File: src/sv/dqd_pkg.sv
// ----------------------------------------------------------------------------
// dqd_pkg
// Shared types and constants for the deque-with-delete unit: field widths,
// request codes, status codes and default sizing.
// ----------------------------------------------------------------------------
package dqd_pkg;

  localparam int REQ_W    = 3;
  localparam int VALUE_W  = 32;
  localparam int DOUT_W   = 32;
  localparam int COUNT_W  = 5;
  localparam int STATUS_W = 2;

  localparam int DEPTH_DEF      = 16;
  localparam int DATA_WIDTH_DEF = 32;

  localparam logic [REQ_W-1:0] REQ_PUSH_BACK  = 3'd0;
  localparam logic [REQ_W-1:0] REQ_POP_BACK   = 3'd1;
  localparam logic [REQ_W-1:0] REQ_PUSH_FRONT = 3'd2;
  localparam logic [REQ_W-1:0] REQ_POP_FRONT  = 3'd3;
  localparam logic [REQ_W-1:0] REQ_DELETE     = 3'd4;
  localparam logic [REQ_W-1:0] REQ_COUNT      = 3'd5;

  localparam logic [STATUS_W-1:0] ST_OK        = 2'd0;
  localparam logic [STATUS_W-1:0] ST_EMPTY     = 2'd1;
  localparam logic [STATUS_W-1:0] ST_FULL      = 2'd2;
  localparam logic [STATUS_W-1:0] ST_NOT_FOUND = 2'd3;

endpackage

File: src/sv/dqd_if.sv
// ----------------------------------------------------------------------------
// dqd_req_if / dqd_res_if
// Valid/ready channels for requests into and results out of the deque unit.
// ----------------------------------------------------------------------------
interface dqd_req_if;
  import dqd_pkg::*;

  logic                      valid;
  logic                      ready;
  logic [REQ_W-1:0]          req_type;
  logic signed [VALUE_W-1:0] value;

  modport source (output valid, output req_type, output value, input ready);
  modport sink   (input valid, input req_type, input value, output ready);
endinterface

interface dqd_res_if;
  import dqd_pkg::*;

  logic                      valid;
  logic                      ready;
  logic signed [DOUT_W-1:0]  data_out;
  logic [COUNT_W-1:0]        count;
  logic [STATUS_W-1:0]       status;

  modport source (output valid, output data_out, output count, output status, input ready);
  modport sink   (input valid, input data_out, input count, input status, output ready);
endinterface

File: src/sv/dqd_mem.sv
// ----------------------------------------------------------------------------
// dqd_mem
// Entry store: one write port, one read port, registered read data.
// ----------------------------------------------------------------------------
module dqd_mem #(
  parameter int DEPTH      = dqd_pkg::DEPTH_DEF,
  parameter int DATA_WIDTH = dqd_pkg::DATA_WIDTH_DEF,
  parameter int IDX_W      = $clog2(DEPTH)
) (
  input  logic                  clk,
  input  logic                  we,
  input  logic [IDX_W-1:0]      waddr,
  input  logic [DATA_WIDTH-1:0] wdata,
  input  logic                  re,
  input  logic [IDX_W-1:0]      raddr,
  output logic [DATA_WIDTH-1:0] rdata
);

  logic [DATA_WIDTH-1:0] mem [DEPTH];
  logic [DATA_WIDTH-1:0] rdata_r;

  always_ff @(posedge clk) begin
    if (we) begin
      mem[waddr] <= wdata;
    end
  end

  always_ff @(posedge clk) begin
    if (re) begin
      rdata_r <= mem[raddr];
    end
  end

  assign rdata = rdata_r;

endmodule

File: src/sv/dqd_ctrl.sv
// ----------------------------------------------------------------------------
// dqd_ctrl
// Request sequencer: front index and occupancy, memory access scheduling,
// pipelined scan/compact for delete, and the result register.
// ----------------------------------------------------------------------------
module dqd_ctrl #(
  parameter int DEPTH      = dqd_pkg::DEPTH_DEF,
  parameter int DATA_WIDTH = dqd_pkg::DATA_WIDTH_DEF,
  parameter int IDX_W      = $clog2(DEPTH)
) (
  input  logic                  clk,
  input  logic                  rst_n,
  dqd_req_if.sink               in_req,
  dqd_res_if.source             out_res,
  output logic                  mem_we,
  output logic [IDX_W-1:0]      mem_waddr,
  output logic [DATA_WIDTH-1:0] mem_wdata,
  output logic                  mem_re,
  output logic [IDX_W-1:0]      mem_raddr,
  input  logic [DATA_WIDTH-1:0] mem_rdata
);
  import dqd_pkg::*;

  localparam int CNT_W = $clog2(DEPTH + 1);
  localparam int SUM_W = CNT_W + 1;

  localparam logic [2:0] S_IDLE   = 3'd0;
  localparam logic [2:0] S_EXEC   = 3'd1;
  localparam logic [2:0] S_RDWAIT = 3'd2;
  localparam logic [2:0] S_SCAN   = 3'd3;
  localparam logic [2:0] S_SHIFT  = 3'd4;
  localparam logic [2:0] S_FIN    = 3'd5;

  logic [2:0]            state_r,  state_nxt;
  logic [REQ_W-1:0]      req_r,    req_nxt;
  logic [DATA_WIDTH-1:0] val_r,    val_nxt;
  logic [IDX_W-1:0]      front_r,  front_nxt;
  logic [CNT_W-1:0]      occ_r,    occ_nxt;
  logic [CNT_W-1:0]      rd_pos_r, rd_pos_nxt;
  logic [CNT_W-1:0]      pos_r,    pos_nxt;
  logic                  rv_r,     rv_nxt;
  logic [DOUT_W-1:0]     res_data_r,   res_data_nxt;
  logic [STATUS_W-1:0]   res_status_r, res_status_nxt;
  logic                  out_valid_r,  out_valid_nxt;
  logic [DOUT_W-1:0]     out_data_r,   out_data_nxt;
  logic [COUNT_W-1:0]    out_count_r,  out_count_nxt;
  logic [STATUS_W-1:0]   out_status_r, out_status_nxt;

  logic [DATA_WIDTH-1:0] val_in;
  logic [DOUT_W-1:0]     rdata_ext;
  logic [COUNT_W-1:0]    occ_out;
  logic                  full, empty, match;
  logic [IDX_W-1:0]      front_dec, front_inc;

  function automatic logic [IDX_W-1:0] slot_of(input logic [IDX_W-1:0] base,
                                               input logic [CNT_W-1:0] pos);
    logic [SUM_W-1:0] sum;
    sum = SUM_W'(base) + SUM_W'(pos);
    if (sum >= SUM_W'(DEPTH)) sum = sum - SUM_W'(DEPTH);
    return sum[IDX_W-1:0];
  endfunction

  // width adaption of the fixed 32-bit fields to DATA_WIDTH, and of the occupancy to the 5-bit count field
  generate
    if (DATA_WIDTH <= VALUE_W) begin : g_val_cut
      assign val_in = in_req.value[DATA_WIDTH-1:0];
    end else begin : g_val_ext
      assign val_in = {{(DATA_WIDTH-VALUE_W){in_req.value[VALUE_W-1]}}, in_req.value};
    end
    if (DATA_WIDTH >= DOUT_W) begin : g_out_cut
      assign rdata_ext = mem_rdata[DOUT_W-1:0];
    end else begin : g_out_ext
      assign rdata_ext = {{(DOUT_W-DATA_WIDTH){mem_rdata[DATA_WIDTH-1]}}, mem_rdata};
    end
    if (CNT_W >= COUNT_W) begin : g_cnt_cut
      assign occ_out = occ_nxt[COUNT_W-1:0];
    end else begin : g_cnt_ext
      assign occ_out = COUNT_W'(occ_nxt);
    end
  endgenerate

  assign full      = (occ_r == CNT_W'(DEPTH));
  assign empty     = (occ_r == '0);
  assign match     = rv_r && (mem_rdata == val_r);
  assign front_dec = (front_r == '0) ? IDX_W'(DEPTH - 1) : front_r - IDX_W'(1);
  assign front_inc = (front_r == IDX_W'(DEPTH - 1)) ? '0 : front_r + IDX_W'(1);

  assign in_req.ready     = (state_r == S_IDLE);
  assign out_res.valid    = out_valid_r;
  assign out_res.data_out = out_data_r;
  assign out_res.count    = out_count_r;
  assign out_res.status   = out_status_r;

  always_comb begin
    state_nxt      = state_r;
    req_nxt        = req_r;
    val_nxt        = val_r;
    front_nxt      = front_r;
    occ_nxt        = occ_r;
    rd_pos_nxt     = rd_pos_r;
    pos_nxt        = pos_r;
    rv_nxt         = rv_r;
    res_data_nxt   = res_data_r;
    res_status_nxt = res_status_r;
    out_valid_nxt  = out_valid_r && !out_res.ready;
    out_data_nxt   = out_data_r;
    out_count_nxt  = out_count_r;
    out_status_nxt = out_status_r;
    mem_we         = 1'b0;
    mem_waddr      = front_r;
    mem_wdata      = val_r;
    mem_re         = 1'b0;
    mem_raddr      = slot_of(front_r, rd_pos_r);

    unique case (state_r)
      S_IDLE: begin
        if (in_req.valid) begin
          req_nxt   = in_req.req_type;
          val_nxt   = val_in;
          state_nxt = S_EXEC;
        end
      end
      S_EXEC: begin
        res_data_nxt   = '0;
        res_status_nxt = ST_OK;
        state_nxt      = S_FIN;
        unique case (req_r)
          REQ_PUSH_BACK: begin
            if (full) begin
              res_status_nxt = ST_FULL;
            end else begin
              mem_we    = 1'b1;
              mem_waddr = slot_of(front_r, occ_r);
              occ_nxt   = occ_r + CNT_W'(1);
            end
          end
          REQ_PUSH_FRONT: begin
            if (full) begin
              res_status_nxt = ST_FULL;
            end else begin
              mem_we    = 1'b1;
              mem_waddr = front_dec;
              front_nxt = front_dec;
              occ_nxt   = occ_r + CNT_W'(1);
            end
          end
          REQ_POP_BACK: begin
            if (empty) begin
              res_status_nxt = ST_EMPTY;
            end else begin
              mem_re    = 1'b1;
              mem_raddr = slot_of(front_r, occ_r - CNT_W'(1));
              occ_nxt   = occ_r - CNT_W'(1);
              state_nxt = S_RDWAIT;
            end
          end
          REQ_POP_FRONT: begin
            if (empty) begin
              res_status_nxt = ST_EMPTY;
            end else begin
              mem_re    = 1'b1;
              mem_raddr = front_r;
              front_nxt = front_inc;
              occ_nxt   = occ_r - CNT_W'(1);
              state_nxt = S_RDWAIT;
            end
          end
          REQ_DELETE: begin
            rd_pos_nxt = '0;
            rv_nxt     = 1'b0;
            state_nxt  = S_SCAN;
          end
          default: ;  // count and unused codes
        endcase
      end
      S_RDWAIT: begin
        res_data_nxt = rdata_ext;
        state_nxt    = S_FIN;
      end
      S_SCAN, S_SHIFT: begin
        // one read in flight: data at pos_r arrives while rd_pos_r is issued
        rv_nxt = 1'b0;
        if (rd_pos_r < occ_r) begin
          mem_re     = 1'b1;
          rd_pos_nxt = rd_pos_r + CNT_W'(1);
          pos_nxt    = rd_pos_r;
          rv_nxt     = 1'b1;
        end
        if (state_r == S_SHIFT) begin
          // move each later entry down by one slot
          if (rv_r) begin
            mem_we    = 1'b1;
            mem_waddr = slot_of(front_r, pos_r - CNT_W'(1));
            mem_wdata = mem_rdata;
          end
          if (rd_pos_r == occ_r) begin
            occ_nxt   = occ_r - CNT_W'(1);
            state_nxt = S_FIN;
          end
        end else if (match) begin
          if (rd_pos_r == occ_r) begin
            occ_nxt   = occ_r - CNT_W'(1);
            state_nxt = S_FIN;
          end else begin
            state_nxt = S_SHIFT;
          end
        end else if (rd_pos_r == occ_r) begin
          res_status_nxt = ST_NOT_FOUND;
          state_nxt      = S_FIN;
        end
      end
      S_FIN: begin
        if (!out_valid_r || out_res.ready) begin
          out_valid_nxt  = 1'b1;
          out_data_nxt   = res_data_r;
          out_count_nxt  = occ_out;
          out_status_nxt = res_status_r;
          state_nxt      = S_IDLE;
        end
      end
      default: state_nxt = S_IDLE;
    endcase
  end

  always_ff @(posedge clk) begin
    if (!rst_n) begin
      state_r     <= S_IDLE;
      front_r     <= '0;
      occ_r       <= '0;
      rv_r        <= 1'b0;
      out_valid_r <= 1'b0;
    end else begin
      state_r     <= state_nxt;
      front_r     <= front_nxt;
      occ_r       <= occ_nxt;
      rv_r        <= rv_nxt;
      out_valid_r <= out_valid_nxt;
    end
  end

  always_ff @(posedge clk) begin
    req_r        <= req_nxt;
    val_r        <= val_nxt;
    rd_pos_r     <= rd_pos_nxt;
    pos_r        <= pos_nxt;
    res_data_r   <= res_data_nxt;
    res_status_r <= res_status_nxt;
    out_data_r   <= out_data_nxt;
    out_count_r  <= out_count_nxt;
    out_status_r <= out_status_nxt;
  end

endmodule

File: src/sv/deque_with_delete_unit.sv
// ----------------------------------------------------------------------------
// deque_with_delete_unit
// Bounded double-ended queue with delete-first-match, built on one entry RAM.
// ----------------------------------------------------------------------------
// Usage:
//   in_req  : valid/ready request channel (req_type, value). A request is
//             taken when valid and ready are both high; one request is
//             worked on at a time.
//   out_res : valid/ready result channel (data_out, count, status), exactly
//             one result per request, in request order.
//   Steps, accept to result valid: push and count pass the execute and finish
//   states; pop adds a wait for the read data; delete makes one RAM read per
//   entry scanned or moved, pipelined against the RAM's registered read.
//   Acceptance: a new request is taken once the previous one has reached
//   the output register.
//   Reset: synchronous, active low; the queue comes up empty with the front
//   index at slot 0. The entry RAM itself is not cleared.
//   Receiver stall: the result waits in the output register; the next
//   request is still taken and executed, then holds until the register frees.
// ----------------------------------------------------------------------------
module deque_with_delete_unit #(
  parameter int DEPTH      = dqd_pkg::DEPTH_DEF,
  parameter int DATA_WIDTH = dqd_pkg::DATA_WIDTH_DEF
) (
  input  logic      clk,
  input  logic      rst_n,
  dqd_req_if.sink   in_req,
  dqd_res_if.source out_res
);
  import dqd_pkg::*;

  localparam int IDX_W = $clog2(DEPTH);

  logic                  mem_we;
  logic [IDX_W-1:0]      mem_waddr;
  logic [DATA_WIDTH-1:0] mem_wdata;
  logic                  mem_re;
  logic [IDX_W-1:0]      mem_raddr;
  logic [DATA_WIDTH-1:0] mem_rdata;

  dqd_ctrl #(
    .DEPTH      (DEPTH),
    .DATA_WIDTH (DATA_WIDTH),
    .IDX_W      (IDX_W)
  ) u_ctrl (
    .clk       (clk),
    .rst_n     (rst_n),
    .in_req    (in_req),
    .out_res   (out_res),
    .mem_we    (mem_we),
    .mem_waddr (mem_waddr),
    .mem_wdata (mem_wdata),
    .mem_re    (mem_re),
    .mem_raddr (mem_raddr),
    .mem_rdata (mem_rdata)
  );

  dqd_mem #(
    .DEPTH      (DEPTH),
    .DATA_WIDTH (DATA_WIDTH),
    .IDX_W      (IDX_W)
  ) u_mem (
    .clk   (clk),
    .we    (mem_we),
    .waddr (mem_waddr),
    .wdata (mem_wdata),
    .re    (mem_re),
    .raddr (mem_raddr),
    .rdata (mem_rdata)
  );

endmodule

File: src/flat_wrapper.sv
// flat-port wrapper written by rule: the top's interface ports become plain ports
module deque_with_delete_unit_flat import dqd_pkg::*;
#(
  parameter int DEPTH      = dqd_pkg::DEPTH_DEF,
  parameter int DATA_WIDTH = dqd_pkg::DATA_WIDTH_DEF
)
  (clk, rst_n, in_req_valid, in_req_req_type, in_req_value, in_req_ready, out_res_valid, out_res_data_out, out_res_count, out_res_status, out_res_ready);
  dqd_req_if in_req_i ();
  dqd_res_if out_res_i ();
  input  logic clk;
  input  logic rst_n;
  input wire logic [$bits(in_req_i.valid)-1:0] in_req_valid;
  input wire logic [$bits(in_req_i.req_type)-1:0] in_req_req_type;
  input wire logic [$bits(in_req_i.value)-1:0] in_req_value;
  output wire logic [$bits(in_req_i.ready)-1:0] in_req_ready;
  output wire logic [$bits(out_res_i.valid)-1:0] out_res_valid;
  output wire logic [$bits(out_res_i.data_out)-1:0] out_res_data_out;
  output wire logic [$bits(out_res_i.count)-1:0] out_res_count;
  output wire logic [$bits(out_res_i.status)-1:0] out_res_status;
  input wire logic [$bits(out_res_i.ready)-1:0] out_res_ready;
  assign in_req_i.valid = in_req_valid;
  assign in_req_i.req_type = in_req_req_type;
  assign in_req_i.value = in_req_value;
  assign in_req_ready = in_req_i.ready;
  assign out_res_valid = out_res_i.valid;
  assign out_res_data_out = out_res_i.data_out;
  assign out_res_count = out_res_i.count;
  assign out_res_status = out_res_i.status;
  assign out_res_i.ready = out_res_ready;
  deque_with_delete_unit #(.DEPTH(DEPTH), .DATA_WIDTH(DATA_WIDTH)) u_core (.clk(clk), .rst_n(rst_n), .in_req(in_req_i), .out_res(out_res_i));
endmodule
File: config.mk
export PLATFORM = sky130hd
export DESIGN_NAME = deque_with_delete_unit_flat
export DESIGN_NICKNAME = d
export VERILOG_FILES = /design/src/sv/dqd_pkg.sv /design/src/sv/dqd_if.sv /design/src/sv/dqd_mem.sv /design/src/sv/dqd_ctrl.sv /design/src/sv/deque_with_delete_unit.sv /design/src/flat_wrapper.sv
export SDC_FILE = /design/constraint.sdc
export NUM_CORES = 1
export LEC_CHECK = 0
export BUFFER_PORTS_ARGS = -buffer_cell sky130_fd_sc_hd__clkbuf_2
export CAP_MARGIN = 20
export CORE_MARGIN = 2
export CORE_UTILIZATION = 40
export DETAILED_ROUTE_END_ITERATION = 8
export PLACE_DENSITY = 0.66
export SYNTH_ARGS = -nofsm -noshare
export SYNTH_HDL_FRONTEND = slang
export SYNTH_SLANG_ARGS = --single-unit
File: constraint.sdc
create_clock -name clk -period 13.38 [get_ports clk]
set_clock_uncertainty 0.1 [all_clocks]
set_input_delay 4.014 -clock clk [delete_from_list [all_inputs] [get_ports clk]]
set_output_delay 4.014 -clock clk [all_outputs]
set_load 0.01 [all_outputs]
# Word level (Yosys, flattened, before mapping)
# Memories as Yosys holds them, arrays and structs flattened. A register that Yosys moved wholly into a read port is not among the register bits.
# Cells that the tools add are included.
# word_totals
ramBits	512
word_cells	141
n_memories	1
input_bits	39
mem_bits_ro	0
output_inout_bits	41
register_bits	132
latchBits	0
# mem_list
name	depth	word_bits	read_ports	rd_ports_with_merged_regs	wr	line	text
u_core.u_mem.mem	16	32	1	1	1	dqd_mem.sv:19	logic [DATA_WIDTH-1:0] mem [DEPTH];
# classes
addsub	14
div	0
n_eq_ne	21
n_lt_le_gt_ge	5
muxes	63
shifts	0
n_bitwise	0
n_reduce_logical	23
mul	0
# ops
operator	count
$mux W32	3
$pmux W32 S2	1
$mux W4	14
$mux W5	7
$eq A32 B32 Y1	1
$pmux W4 S2	4
$pmux W5 S2	3
$add A4 B5 Y6	4
$ge A6 B5 Y1 const B	4
$sub A4 B1 Y4 const B	5
$mux W3	6
$pmux W3 S5	1
$mux W1	14
$ne A2 B2 Y1 const B	7
$eq A3 B2 Y1 const B	4
$add A5 B1 Y5 const B	2
$reduce_and A2 Y1	5
$sub A5 B1 Y5 const B	2
$eq A3 B3 Y1 const B	3
$mux W2	4
$pmux W2 S2	2
$eq A3 B1 Y1 const B	2
$logic_not A3 Y1	2
$pmux W1 S2	3
16 further kinds	23

# Longest topological paths before layout
# Gate-level depths: netlist of run 1.
# logic_depth
ltp_word	7
ltp_mapped	14
depth_no_buf	11

# By module
# A second synthesis of run 1 with hierarchy kept.
# unflattened
cells_unflattened	1388
area_unflattened_um2	26868.3
# modules_own_cells
mod	instances	seq_area_each_um2	cells_per_inst	area_per_inst_um2
dqd_mem	1	16335.7	838	20155.6
dqd_ctrl	1	3793.6	550	6712.7

# Worst setup path before layout of run 1
# Ideal clock, no wire load.
# synth_timing
path_kind	input port to flip-flop
startpoint	input port out_res_ready
endpoint	register u_core.u_ctrl.out_count_r[0] (netlist: u_core.u_ctrl.out_res.count[0]), enable pin
arrival_ns	5.738
setup_ns	0.435
t_required_ns	12.845
slack_ns	7.107
path_stages	2
path_buffers	0
cell_sequence	nor2b_1 > nor2_1
# synth_between
elab_chain_cells	2
# synth_lines
item	line	text
start: declaration	flat_wrapper.sv:20	input wire logic [$bits(out_res_i.ready)-1:0] out_res_ready;
$logic_or A1 B1 Y1	dqd_ctrl.sv:213	if (!out_valid_r || out_res.ready) begin
$reduce_and A2 Y1 (no source line)	--	
end signal: assignment	dqd_ctrl.sv:249	out_count_r <= out_count_nxt;
end: declaration	dqd_ctrl.sv:46	logic [COUNT_W-1:0] out_count_r, out_count_nxt;
# No other way between the ends.
# A chain may end at the register's enable or synchronous reset.

# Worst setup path in the final report of run 1
# layout_timing
startpoint	register u_core.u_ctrl.state_r[2]
endpoint	output port in_req_ready
# layout_between
elab_chain_cells	1
# layout_lines
item	line	text
start: declaration	dqd_ctrl.sv:34	logic [2:0] state_r, state_nxt;
start signal: assignment	dqd_ctrl.sv:233	state_r <= state_nxt;
$logic_not A3 Y1	dqd_ctrl.sv:88	assign in_req.ready = (state_r == S_IDLE);
end: declaration	flat_wrapper.sv:15	output wire logic [$bits(in_req_i.ready)-1:0] in_req_ready;
# No other way between the ends.

==> out/metrics.yaml, run 1 <==
end_kind: "primary output"
pwr-share-clk: 0.394
cts.sinks: 675
post_cts_buffers: 0
hold_violations: 0
min_period_over_period: 0.429
insertion_delay_ns: 0.62
layout_common_cells: "edfxtp_1 (661), nand2_1 (474), a21oi_1 (160), clkbuf_2 (79), clkbuf_16 (70)"
slew_viol_final: 0
crit_required_ns: 9.27
grt_pass1_vias: 17000
grt_max_degree: 134
final_common_cell: "edfxtp_1"
antenna_cells: 0
holdBufCountCts: 0
dr.pass1.iters: 6
nNetsFinal: 2161
ys_seq_area_frac: 0.721
worst_slew_pin_slew_ns: 1.10
synth_edf_count: 661
rows: 96
postSynthAreaPerCell_sq_um: 13.8
seqCellArea_sq_mm: 0.0201
cts-root-buf: "clkbuf_16"
die_area_sq_mm: 0.0719
numCtsBuffers: 67
ir_drop_v: 0.0000794
hpwlAfterDp_microns: 41000
start_util: 0.406
synth_seq_cells: 675
placed_cells: 2953
netlist_instances: 2021
tritoncts: "yes"
cp_max_fo: 16
antenna_found_initial: 0
synthesis.area_sq_mm: 0.0279
p_sw_mw: 1.06
start_kind: "flip-flop"
grt_first_pass_wirelength_microns: 106000
worst_ep_arrival_time_ns: 1.63
p_leak_nw: 10.9
multi_input_area_sq_mm: 0.00732
cts_resized: 0
setup_tns_ns: 0
rsz0062_at_grt: "false"
finalNonFillerCells: 3074
seqPwrFrac: 0.523
outcome: "finished, final reports clean"
clock_path_buffers: 3
internal_power_mw: 3.53
path_class: "reg2out"
fillers: 5933
die_h_microns: 268
final_antenna_net_count: 0
slew_headroom: 0.261
clk_pin_slew_ns: 0.06
gr-total-overflow: 0
pin_count: 80
synth_cell_type_count: 74
synth_nets: 2087
die_w_microns: 268
critical-path-max-stage-delay_ns: 0.69
ys_warn_count: 0
combPwrFrac: 0.083
path_delay_family: "flip-flops"
crit_slowest_cell: "dfxtp_1"
drive_gt1_frac: 0.134
fmax_mhz: 174
via_per_inst: 5.64
synth-main-ff-cell: "edfxtp_1"
routed_wl_microns: 71800
switching_share: 0.232
hold_slack_ns: 0.319
period_needed_ns: 5.75
p_per_area_mw_per_mm2: 146
worstPathCellList: "nor3_1 > clkbuf_2"
async_reset_ff_frac: 0
wl_per_cell_microns: 23.4
drt_iter0_markers: 2118
syn_to_final_growth_pct: 13.1
portBuffers: 79
max_cap_violations: 0
hold_path.class: "reg2reg"
vias: 17300
grt_usage: 0.199
drc: 0
crit_buf_inv: 1
setup_violations: 0
place.gp.congestion: 0.905
coreArea_sq_mm: 0.0688
htree_num_levels: 3
-- layout make-up --
type	instances	area share
Clock buffer	80	0.0567
Inverter	26	0.00309
Multi-Input combinational cell	1204	0.232
Sequential cell	675	0.638
Tap cell	931	0.0369
Clock inverter	37	0.00987
Timing Repair Buffer	121	0.0239
-- metrics by stage --
step | worst slack [ns] | instance area, sq um | utilization | total power [mW]
after floorplan | 7.11 | 27900 | - | 2.70
after global placement | 7.78 | 29400 | 0.427 | 2.81
after detailed placement | 7.72 | 29400 | 0.427 | 2.82
after CTS | 7.61 | 31500 | 0.458 | 4.62
after global routing | 7.54 | 31600 | 0.459 | 4.74
final | 7.63 | 31600 | 0.459 | 4.60
-- state kept, by name (all words and copies together) (netlist names) --
register / count
u_core.u_ctrl.out_res.valid: 1
u_core.u_ctrl.out_res.count: 5
u_core.u_ctrl.req_r: 3
u_core.u_ctrl.out_res.status: 2
u_core.u_ctrl.occ_r: 5
u_core.u_ctrl.out_res.data_out: 32
u_core.u_ctrl.rd_pos_r: 5
u_core.u_ctrl.res_status_r: 2
u_core.u_mem.rdata: 32
u_core.u_ctrl.res_data_r: 32
u_core.u_ctrl.state_r: 3
u_core.u_ctrl.rv_r: 1
u_core.u_ctrl.front_r: 4
u_core.u_ctrl.pos_r: 4
u_core.u_mem.mem: 512
u_core.u_ctrl.val_r: 32
-- kinds of logic (layout without fill, tap and decap cells) --
logic type / after synthesis / in the layout / share of synthesized area
AOI/OAI and AO/OA: 366 / 366 / 0.0971
xor gates and xnor gates: 53 / 53 / 0.0166
adders and majority gates: 27 / 27 / 0.0132
buffers and inverters: 142 / 264 / 0.0235
DFF: 675 / 675 / 0.721
muxes: 37 / 37 / 0.0134
and+or+nand+nor: 721 / 721 / 0.115
-- cell usage after synthesis (8+ instances only) --
cell	n	area [sq um]
nand2_1	475	1780
a41o_1	32	320
mux2i_1	35	350
nor3_1	19	95.1
xnor2_1	42	368
a21oi_1	161	806
xor2_1	11	96.3
a22o_1	34	298
o21ai_0	18	90.1
clkbuf_1	60	225
buf_2	40	200
dfxtp_1	14	280
edfxtp_1	661	19800
and3_1	32	200
and2_1	40	250
nand3_1	48	240
nor2_1	47	176
a2111oi_2	28	420
inv_1	26	97.6
a32oi_1	34	298
ha_1	23	288
buf_4	8	60.1
nand4_1	13	81.3
-- per-layer routing --
layer | GRT usage | share of wire | up-vias
li1 | - | - | 7732
met1 | 0.255 | 0.39 | 8668
met2 | 0.329 | 0.49 | 760
met3 | 0.0345 | 0.077 | 165
met4 | 0.0906 | 0.039 | 0
met5 | 0 | 0 | -
-- power groups by stage --
| stage | clock, mW | combinational (mW) | sequential (mW) |
|---|---|---|---|
| floorplan | 0 | 0.266 | 2.43 |
| global placement | 0 | 0.364 | 2.45 |
| detailed placement | 0 | 0.373 | 2.45 |
| CTS | 1.84 | 0.375 | 2.40 |
| global route | 1.92 | 0.413 | 2.41 |
| finish | 1.81 | 0.380 | 2.41 |
-- final timing paths --
kind | start | end | cells past startpoint | slack [ns]
worst max register to register | u_core.u_ctrl.occ_r[0] | u_core.u_mem.rdata[0] | 11 | 7.88
worst min register to register | u_core.u_ctrl.res_data_r[22] | u_core.u_ctrl.out_res.data_out[22] | 0 | 0.32
worst max-delay path | u_core.u_ctrl.state_r[2] | in_req_ready | 2 | 7.63
worst min-delay path | u_core.u_ctrl.res_data_r[22] | u_core.u_ctrl.out_res.data_out[22] | 0 | 0.32
No activity file was read; power rests on OpenSTA's default activity.
==> run 2, diff against run 1 <==
--- a/config.mk
+++ b/config.mk
@@ -10,7 +10,7 @@
 export CORE_MARGIN = 2
 export CORE_UTILIZATION = 40
 export DETAILED_ROUTE_END_ITERATION = 8
-export PLACE_DENSITY = 0.66
+export PLACE_DENSITY = 0.68
 export SYNTH_ARGS = -nofsm -noshare
 export SYNTH_HDL_FRONTEND = slang
 export SYNTH_SLANG_ARGS = --single-unit
==> constraint.sdc (replaced) <==
create_clock -name clk -period 5.1 [get_ports clk]
set_clock_uncertainty 0.1 [all_clocks]
set_input_delay 1.53 -clock clk [delete_from_list [all_inputs] [get_ports clk]]
set_output_delay 1.53 -clock clk [all_outputs]
set_load 0.01 [all_outputs]
==> out/metrics.yaml, run 2 (same netlist as run 1, synthesis figures left out) <==
cts.sinks: 675  # unchanged
grt_pass1_vias: 16700  # -1.5%
coreArea_sq_mm: 0.0688  # unchanged
via_per_inst: 5.63  # about the same
r2r_start: "u_core.u_ctrl.occ_r[0]"
pin_count: 80  # unchanged
fin_util: 0.465  # +0.00667
path_class: "reg2reg"
place.gp.congestion: 0.920  # +1.6%
fmax_mhz: 230
die_area_sq_mm: 0.0719  # unchanged
end_kind: "flip-flop"
holdBufCountCts: 0  # unchanged
largest-register: "u_core.u_mem.mem"
power.total_mw: 12.4  # +170%
p_per_area_mw_per_mm2: 389  # +170%
antenna_found_initial: 0  # unchanged
dr_wl_met2_microns: 35500  # +1.3%
post_cts_buffers: 0  # unchanged
hpwlAfterDp_microns: 42900  # +4.7%
r2r-end: "u_core.u_mem.mem[11][4]"
setup_tns_ns: 0  # unchanged
cts-root-buf: "clkbuf_16"
top_layer: "met4"
reg2reg_slack_ns: 0.76  # -7.12 ns
grt_first_pass_wirelength_microns: 108000  # +1.7%
place_ws_ns: 0.810  # -6.91 ns
fin_ws_ns: 0.757  # -6.88 ns
syn_to_final_growth_pct: 14.7
cp-endpoint: "u_core.u_mem.mem[11][4]"
worst_ep_arrival_time_ns: 4.47  # +2.84 ns
worst_slew_pin_slew_ns: 1.04  # -0.0619 ns
slew_viol_final: 0  # unchanged
routed_wl_microns: 73300  # +2.1%
rsz0062_at_grt: "false"
hold_path.class: "reg2reg"
rows: 96  # unchanged
gr-total-overflow: 0  # unchanged
max_cap_violations: 0  # unchanged
start_util: 0.406  # unchanged
reg2regPathDepth: 10  # -1
wl_met3_microns: 5870  # +6.0%
dr.pass1.iters: 6  # unchanged
crit_required_ns: 5.23  # -4.04 ns
die_h_microns: 268  # unchanged
clk_pin_slew_ns: 0.06  # about the same
numCtsBuffers: 68  # +1.5%
ir_drop_v: 0.000220  # +180%
hold_violations: 0  # unchanged
min_period_over_period: 0.852
vias: 17400  # +0.63%
drt_iter0_markers: 2045  # -3.4%
insertion_delay_ns: 0.60  # -0.02 ns
crit_start: "u_core.u_ctrl.occ_r[0]"
layout_common_cells: "edfxtp_1 (661), nand2_1 (474), a21oi_1 (160), clkbuf_2 (79), clkbuf_16 (70)"
final_common_cell: "edfxtp_1"
nNetsFinal: 2176  # +0.69%
htree_num_levels: 3  # unchanged
wl_per_cell_microns: 23.7  # +1.4%
largest_register_ffs: 512  # unchanged
start_kind: "flip-flop"
portBuffers: 79  # unchanged
outcome: "finished, final reports clean"
drive_gt1_frac: 0.140  # +0.00649
drc: 0  # unchanged
tritoncts: "yes"
period_needed_ns: 4.34
p_leak_nw: 11.1  # +1.9%
clock_path_buffers: 3  # unchanged
slew_headroom: 0.306  # +0.0447
cp_max_fo: 32  # +16
drt-met1-wl_microns: 29800  # +5.1%
die_w_microns: 268  # unchanged
cts_resized: 0  # unchanged
final_antenna_net_count: 0  # unchanged
antenna_cells: 0  # unchanged
setup_violations: 0  # unchanged
grt_max_degree: 79  # -41%
grt_usage: 0.203  # +0.00405
-- run 2: metrics by stage --
| stage | hold slack (ns) | instance area (sq um) | cells |
|---|---|---|---|
| floorplan | 0.300 | 27900 | 2021 |
| global placement | 0.302 | 29700 | 2965 |
| detailed placement | 0.305 | 29700 | 2967 |
| CTS | 0.319 | 32000 | 3092 |
| global route | 0.324 | 32000 | 3096 |
| finish | 0.318 | 32000 | 3096 |
-- run 2: worst max-delay path, cell delays in order, from the launching register on --
cell,delay (ns)
dfxtp_1,0.52
inv_1,0.22
ha_1,0.39
nand4bb_1,0.30
nand2_1,0.19
a311oi_1,0.30
a21oi_1,0.07
a2111oi_1,0.80
nand3_1,0.35
nor2_4,0.15
buf_4,0.53
-- run 2: how the worst min path moves through the flow --
| stage | from | end | slack (ns) | cells past startpoint |
|---|---|---|---|---|
| finish | u_core.u_ctrl.res_data_r[18] | u_core.u_ctrl.out_res.data_out[18] | 0.32 | 0 |
| global route | u_core.u_ctrl.res_data_r[12] | u_core.u_ctrl.out_res.data_out[12] | 0.32 | 0 |
| CTS | u_core.u_ctrl.res_data_r[18] | u_core.u_ctrl.out_res.data_out[18] | 0.32 | 0 |
| detailed placement | u_core.u_ctrl.res_data_r[18] | u_core.u_ctrl.out_res.data_out[18] | 0.30 | 0 |
| global placement | u_core.u_ctrl.res_data_r[17] | u_core.u_ctrl.out_res.data_out[17] | 0.30 | 0 |
| floorplan | u_core.u_ctrl.res_data_r[0] | u_core.u_ctrl.out_res.data_out[0] | 0.30 | 0 |
-- run 2: layout make-up --
cell class / count / area [sq um]
clock buffer: 79 / 1790
multi-input combinational: 1204 / 7330
sequential: 675 / 20100
clock inverter: 46 / 498
inverter: 26 / 97.6
timing repair buffer: 135 / 1020
tap: 931 / 1160
fill: 5910 / 36800
-- run 2: power by group --
part | switching, mW | leakage, nW | internal, mW
registers | 0.0762 | 6.11 | 6.24
clock network | 2.07 | 1.11 | 3.03
logic | 0.692 | 3.86 | 0.338
total | 2.84 | 11.1 | 9.61
-- run 2: metal layers --
metal | track usage | vias to the layer above
met5 | 0 | -
met4 | 0.0705 | 0
met3 | 0.0266 | 127
met2 | 0.336 | 854
met1 | 0.275 | 8700
li1 | - | 7753
